[src/sv/qte_pkg.sv]
package qte_pkg;

    // Field widths.
    localparam int QW = 16;          // quaternion component, Q14
    localparam int PRW = 2 * QW;     // product of two components, Q28
    localparam int PW = PRW + 2;     // sums of products, some doubled
    localparam int SW = 30;          // clamped asin argument, +-2^28
    localparam int RW = 29;          // square root, up to 2^28
    localparam int SQ_STAGES = RW;   // one result bit per stage
    localparam int RMW = 59;         // remainder and trial width in the root unit
    localparam int CW = 36;          // CORDIC x/y datapath
    localparam int ZW = 26;          // angle accumulator, 1/65536 degree
    localparam int TW = 22;          // arctangent table entry
    localparam int AXW = 16;         // atan2 output width
    localparam int AYW = 15;         // asin output width

    localparam int QTE_CORDIC_STAGES = 16;
    localparam int ATAN_TABLE_LEN = 24;
    localparam int QUEUE_DEPTH = 4;

    localparam int DEG_UNIT = 65536;
    localparam int ATAN_LIMIT = 23040;
    localparam int ASIN_LIMIT = 11520;
    localparam longint S_LIMIT = 64'sd268435456; // 1.0 in Q28

    typedef struct packed {
        logic signed [PW-1:0] a1y;
        logic signed [PW-1:0] a1x;
        logic signed [PW-1:0] sr;
        logic signed [PW-1:0] a3y;
        logic signed [PW-1:0] a3x;
    } qte_item_t;

    // atan(2^-i) in 1/65536 degree, rounded to nearest
    function automatic logic [TW-1:0] atan_entry(input int idx);
        logic [TW-1:0] v;
        v = '0;
        case (idx)
            0:  v = TW'(2949120);
            1:  v = TW'(1740967);
            2:  v = TW'(919879);
            3:  v = TW'(466945);
            4:  v = TW'(234379);
            5:  v = TW'(117304);
            6:  v = TW'(58666);
            7:  v = TW'(29335);
            8:  v = TW'(14668);
            9:  v = TW'(7334);
            10: v = TW'(3667);
            11: v = TW'(1833);
            12: v = TW'(917);
            13: v = TW'(458);
            14: v = TW'(229);
            15: v = TW'(115);
            16: v = TW'(57);
            17: v = TW'(29);
            18: v = TW'(14);
            19: v = TW'(7);
            20: v = TW'(4);
            21: v = TW'(2);
            22: v = TW'(1);
            default: v = '0;
        endcase
        return v;
    endfunction

endpackage

[src/sv/qte_queue.sv]
module qte_queue (
    input  logic               clk,
    input  logic               rst_n,
    input  logic               push,
    input  qte_pkg::qte_item_t push_item,
    input  logic               pop,
    output qte_pkg::qte_item_t head_item,
    output logic               not_empty,
    output logic               full
);
    import qte_pkg::*;

    localparam int AW = $clog2(QUEUE_DEPTH);

    qte_item_t mem_reg [0:QUEUE_DEPTH-1];
    logic [AW-1:0] wr_reg, rd_reg;
    logic [AW:0] cnt_reg;

    assign not_empty = cnt_reg != '0;
    assign full = cnt_reg == (AW+1)'(QUEUE_DEPTH);
    assign head_item = mem_reg[rd_reg];

    always_ff @(posedge clk or negedge rst_n)
    begin
        if (!rst_n)
        begin
            wr_reg <= '0;
            rd_reg <= '0;
            cnt_reg <= '0;
        end
        else
        begin
            if (push)
                wr_reg <= wr_reg + 1'b1;
            if (pop)
                rd_reg <= rd_reg + 1'b1;
            if (push && !pop)
                cnt_reg <= cnt_reg + 1'b1;
            else if (pop && !push)
                cnt_reg <= cnt_reg - 1'b1;
        end
    end

    always_ff @(posedge clk)
    begin
        if (push)
            mem_reg[wr_reg] <= push_item;
    end

endmodule

[config.mk]
export PLATFORM = sky130hd
export DESIGN_NAME = qte_queue
export DESIGN_NICKNAME = d
export VERILOG_FILES = /design/src/sv/qte_pkg.sv /design/src/sv/qte_queue.sv
export SDC_FILE = /design/constraint.sdc
export NUM_CORES = 1
export LEC_CHECK = 0
export BUFFER_PORTS_ARGS = -buffer_cell sky130_fd_sc_hd__buf_4
export CELL_PAD_IN_SITES_DETAIL_PLACEMENT = 1
export CELL_PAD_IN_SITES_GLOBAL_PLACEMENT = 1
export CORE_MARGIN = 3
export CORE_UTILIZATION = 40
export DETAILED_ROUTE_END_ITERATION = 8
export HOLD_SLACK_MARGIN = 0.08
export PLACE_DENSITY_LB_ADDON = 0.3
export SLEW_MARGIN = 10
export SYNTH_ARGS = -nofsm -noshare
export SYNTH_HDL_FRONTEND = slang
export SYNTH_SLANG_ARGS = --single-unit
[constraint.sdc]
create_clock -name clk -period 4.6 [get_ports clk]
set_input_delay 1.15 -clock clk [delete_from_list [all_inputs] [get_ports clk]]
set_output_delay 1.15 -clock clk [all_outputs]
set_load 0.01 [all_outputs]
==> metrics.md <==
| Metric | Value |
|---|---|
| Run status | finished, final reports clean |
| IO buf count | 345 |
| Pins Over Slew Limit | 0 |
| Setup crit end kind | output pin |
| CP arrival | 2.56 ns |
| Synth Area in Simple Gates | 0.201% |
| Main combinational cell family by area after synthesis | multiplexers |
| Synth Area in XOR/XNOR | 0.211% |
| Pin count of the biggest net entering global routing | 67 |
| Combinational Power Share | 30.3% |
| Complex-gate fraction of the synthesized area | 0.0201% |
| RSZ-0062 raised after global routing | no |
| Cell Rows | 90 |
| Post-CTS setup buffer count | 0 |
| Syn Inst Count | 922 |
| Syn. warnings | 0 |
| Num ports | 346 |
| Final Hold Fails | 0 |
| Met3 GRT Util | 4.56% |
| Leak | 10.5 nW |
| Int Power | 0.0146 W |
| Sw frac | 28.4% |
| Congestion Overflow GR | 0 |
| DR pass1 iterations | 5 |
| Vias per inst | 5.05 |
| Max FO, Critical Path | 50 |
| Met2 usage | 27.8% |
| Initial DRC count | 750 |
| Worst setup SP type | flip-flop |
| Clk network pwr share | 27.8% |
| Area contributors post-synth | edfxtp_1 82%, mux4_2 15%, dfrtp_1 0.70% |
| Synth Cell Area | 0.0249 sq mm |
| Area grow syn2layout | 24.7% |
| Layout Nets | 1518 |
| Sequential area share after synthesis | 82.8% |
| CTS clock-pin slew for the worst setup and hold paths | 0.06 ns |
| Bufs on Longest Clock Path | 3 |
| Syn avg cell area | 27.0 sq um |
| FF+latch count, synth | 687 |
| Routing usage on met1 | 21.1% |
| Top cells by count, synth | 680 x edfxtp_1, 170 x mux4_2, 20 x buf_2 |
| Routed via count | 11.2k |
| Die area | 0.0652 sq mm |
| DR DRC count | 0 |
| Yosys top cell area share | 82.1% |
| Initial antenna violation count | 7 |
| CTS Buf Count | 75 |
| Die Ht | 255 microns |
| Final GP Congestion | 0.734 |
| Most used routing layer | met2 |
| Period utilization | 80.6% |
| Yosys top cell by area | edfxtp_1 |
| WS Path Type | flip-flop to output pin |
| Slew headroom | 39.9% |
| CP Launch Point | rd_reg[0] |
| Hold Path Class | primary input to asynchronous set/reset pin |
| Most common cell in the netlist | edfxtp_1 |
| Worst slew pin tran | 0.902 ns |
| Fmax achieved | 270 MHz |
| Synth unique cells | 19 |
| Avg WL per Cell | 24.1 microns |
| Main flop type after synthesis | edfxtp_1 |
| Die Wd | 255 microns |
| Maximum vdd ir drop | 0.394 mV |
| Hold buffers post-CTS | 0 |
| Routed WL | 53700 microns |
| Core Region | 0.0609 sq mm |
| Share of cells above drive strength 1 | 46.8% |
| Dpl hpwl | 34000 microns |
| Power Dens Cells | 656 mW/mm^2 |
| Final TNS setup | 0 ns |
| Initial Util | 40.8% |
| Tmin final | 3.71 ns |
| WP data required | 3.45 ns |
| Number of global-route vias before repair | 12.4k |
| Asr flop ratio synth | 1.02% |
| Switch Pwr | 0.00578 W |
| Worst Skew | 0.0225 ns |
| Worst skew pair latency | 0.59 ns |
| TritonCTS clock tree | built |
| RR Startpoint | wr_reg[0] |
| Reg power frac | 41.9% |
| Layout Utilization | 50.9% |
| EDFF count, synth | 680 |
| Clock Tree Root | clkbuf_16 |
| Post-synthesis adder-cell area fraction | 0.332% |
| H-tree levels | 3 |
| GRT Total Usage | 16.6% |
| First-pass GRT wire length | 82000 microns |
| Post-CTS Resized | 0 |
| Syn nets | 1102 |
| Final ANT Viol Nets | 0 |
| Total of max-cap violations | 0 |
| Mux cell area share after synthesis | 15.4% |
| Sink Count | 687 |
| Max reg flops | 680 |
| Final setup violation count | 0 |
==> metrics by stage <==
step                cells  hold slack, ns  total power (W)  worst slack [ns]  instance area (sq um)
floorplan             922           0.449           0.0121             0.905                  24900
global route         2221           0.318           0.0213             0.696                  31000
finish               2224           0.357           0.0204             0.890                  31000
detailed placement   2089           0.472           0.0150              1.44                  28700
CTS                  2218           0.307           0.0208             0.766                  31000
global placement     2089           0.467           0.0149              1.46                  28700
==> area by class of cell <==
type,instances,area (sq um)
clock inverters,39,343
fillers,5341,29900
clock buffers,90,1970
repair buffers,377,2990
multi-input cells,193,4040
flip-flops and latches,687,20600
well taps,828,1040
inverters,4,15.0
diodes,6,15.0
==> final timing paths <==
check	endpoint	slack [ns]	cells after the start
worst max-delay path	head_item[49]	0.89	3
max in group asynchronous	rd_reg[0]	4.10	1
worst max register to register	mem_reg[0][108]	2.42	4
worst min-delay path	cnt_reg[2]	0.36	1
worst min register to register	cnt_reg[2]	0.48	1
min in group clk	cnt_reg[2]	0.48	1
==> cells by family (layout without fill, tap and decap cells) <==
kind of cell	count (synthesis)	after routing
and+or+nand+nor	9	9
AOI/OAI and AO/OA	1	1
muxes	171	171
other	0	6
xor gates and xnor gates	6	6
buffers and inverters	42	510
adders and majority gates	6	6
DFF	687	687
==> critical path, stage by stage, from the launching register on <==
cell     delay [ns]
dfrtp_4        0.71
buf_12         0.41
mux4_2         0.60
buf_4          0.17
==> routing by layer <==
metal / vias up / share of wire (%)
met5: - / 0.024
met4: 2 / 2.5
met3: 79 / 5.8
met2: 294 / 52
met1: 5999 / 40
li1: 4856 / -
==> power groups by stage <==
stage               Clock (W)  Combinational (W)  Sequential (W)
finish                0.00565            0.00618         0.00853
global route          0.00608            0.00663         0.00863
CTS                   0.00582            0.00639         0.00855
detailed placement          0            0.00636         0.00867
global placement            0            0.00634         0.00858
floorplan                   0            0.00355         0.00855
==> cell usage in the layout, fill, tap and decap left out, drive strengths merged <==
cell	instances
and2	4
buf	377
bufinv	5
clkbuf	90
clkinv	30
clkinvlp	1
dfrtp	7
diode	6
edfxtp	680
fa	1
ha	5
inv	7
mux2	1
mux4	170
nand2	2
nor2	1
nor3b	1
o21ai	1
or3	1
xnor2	2
xor2	4
Power figures use the tool's default switching activity.
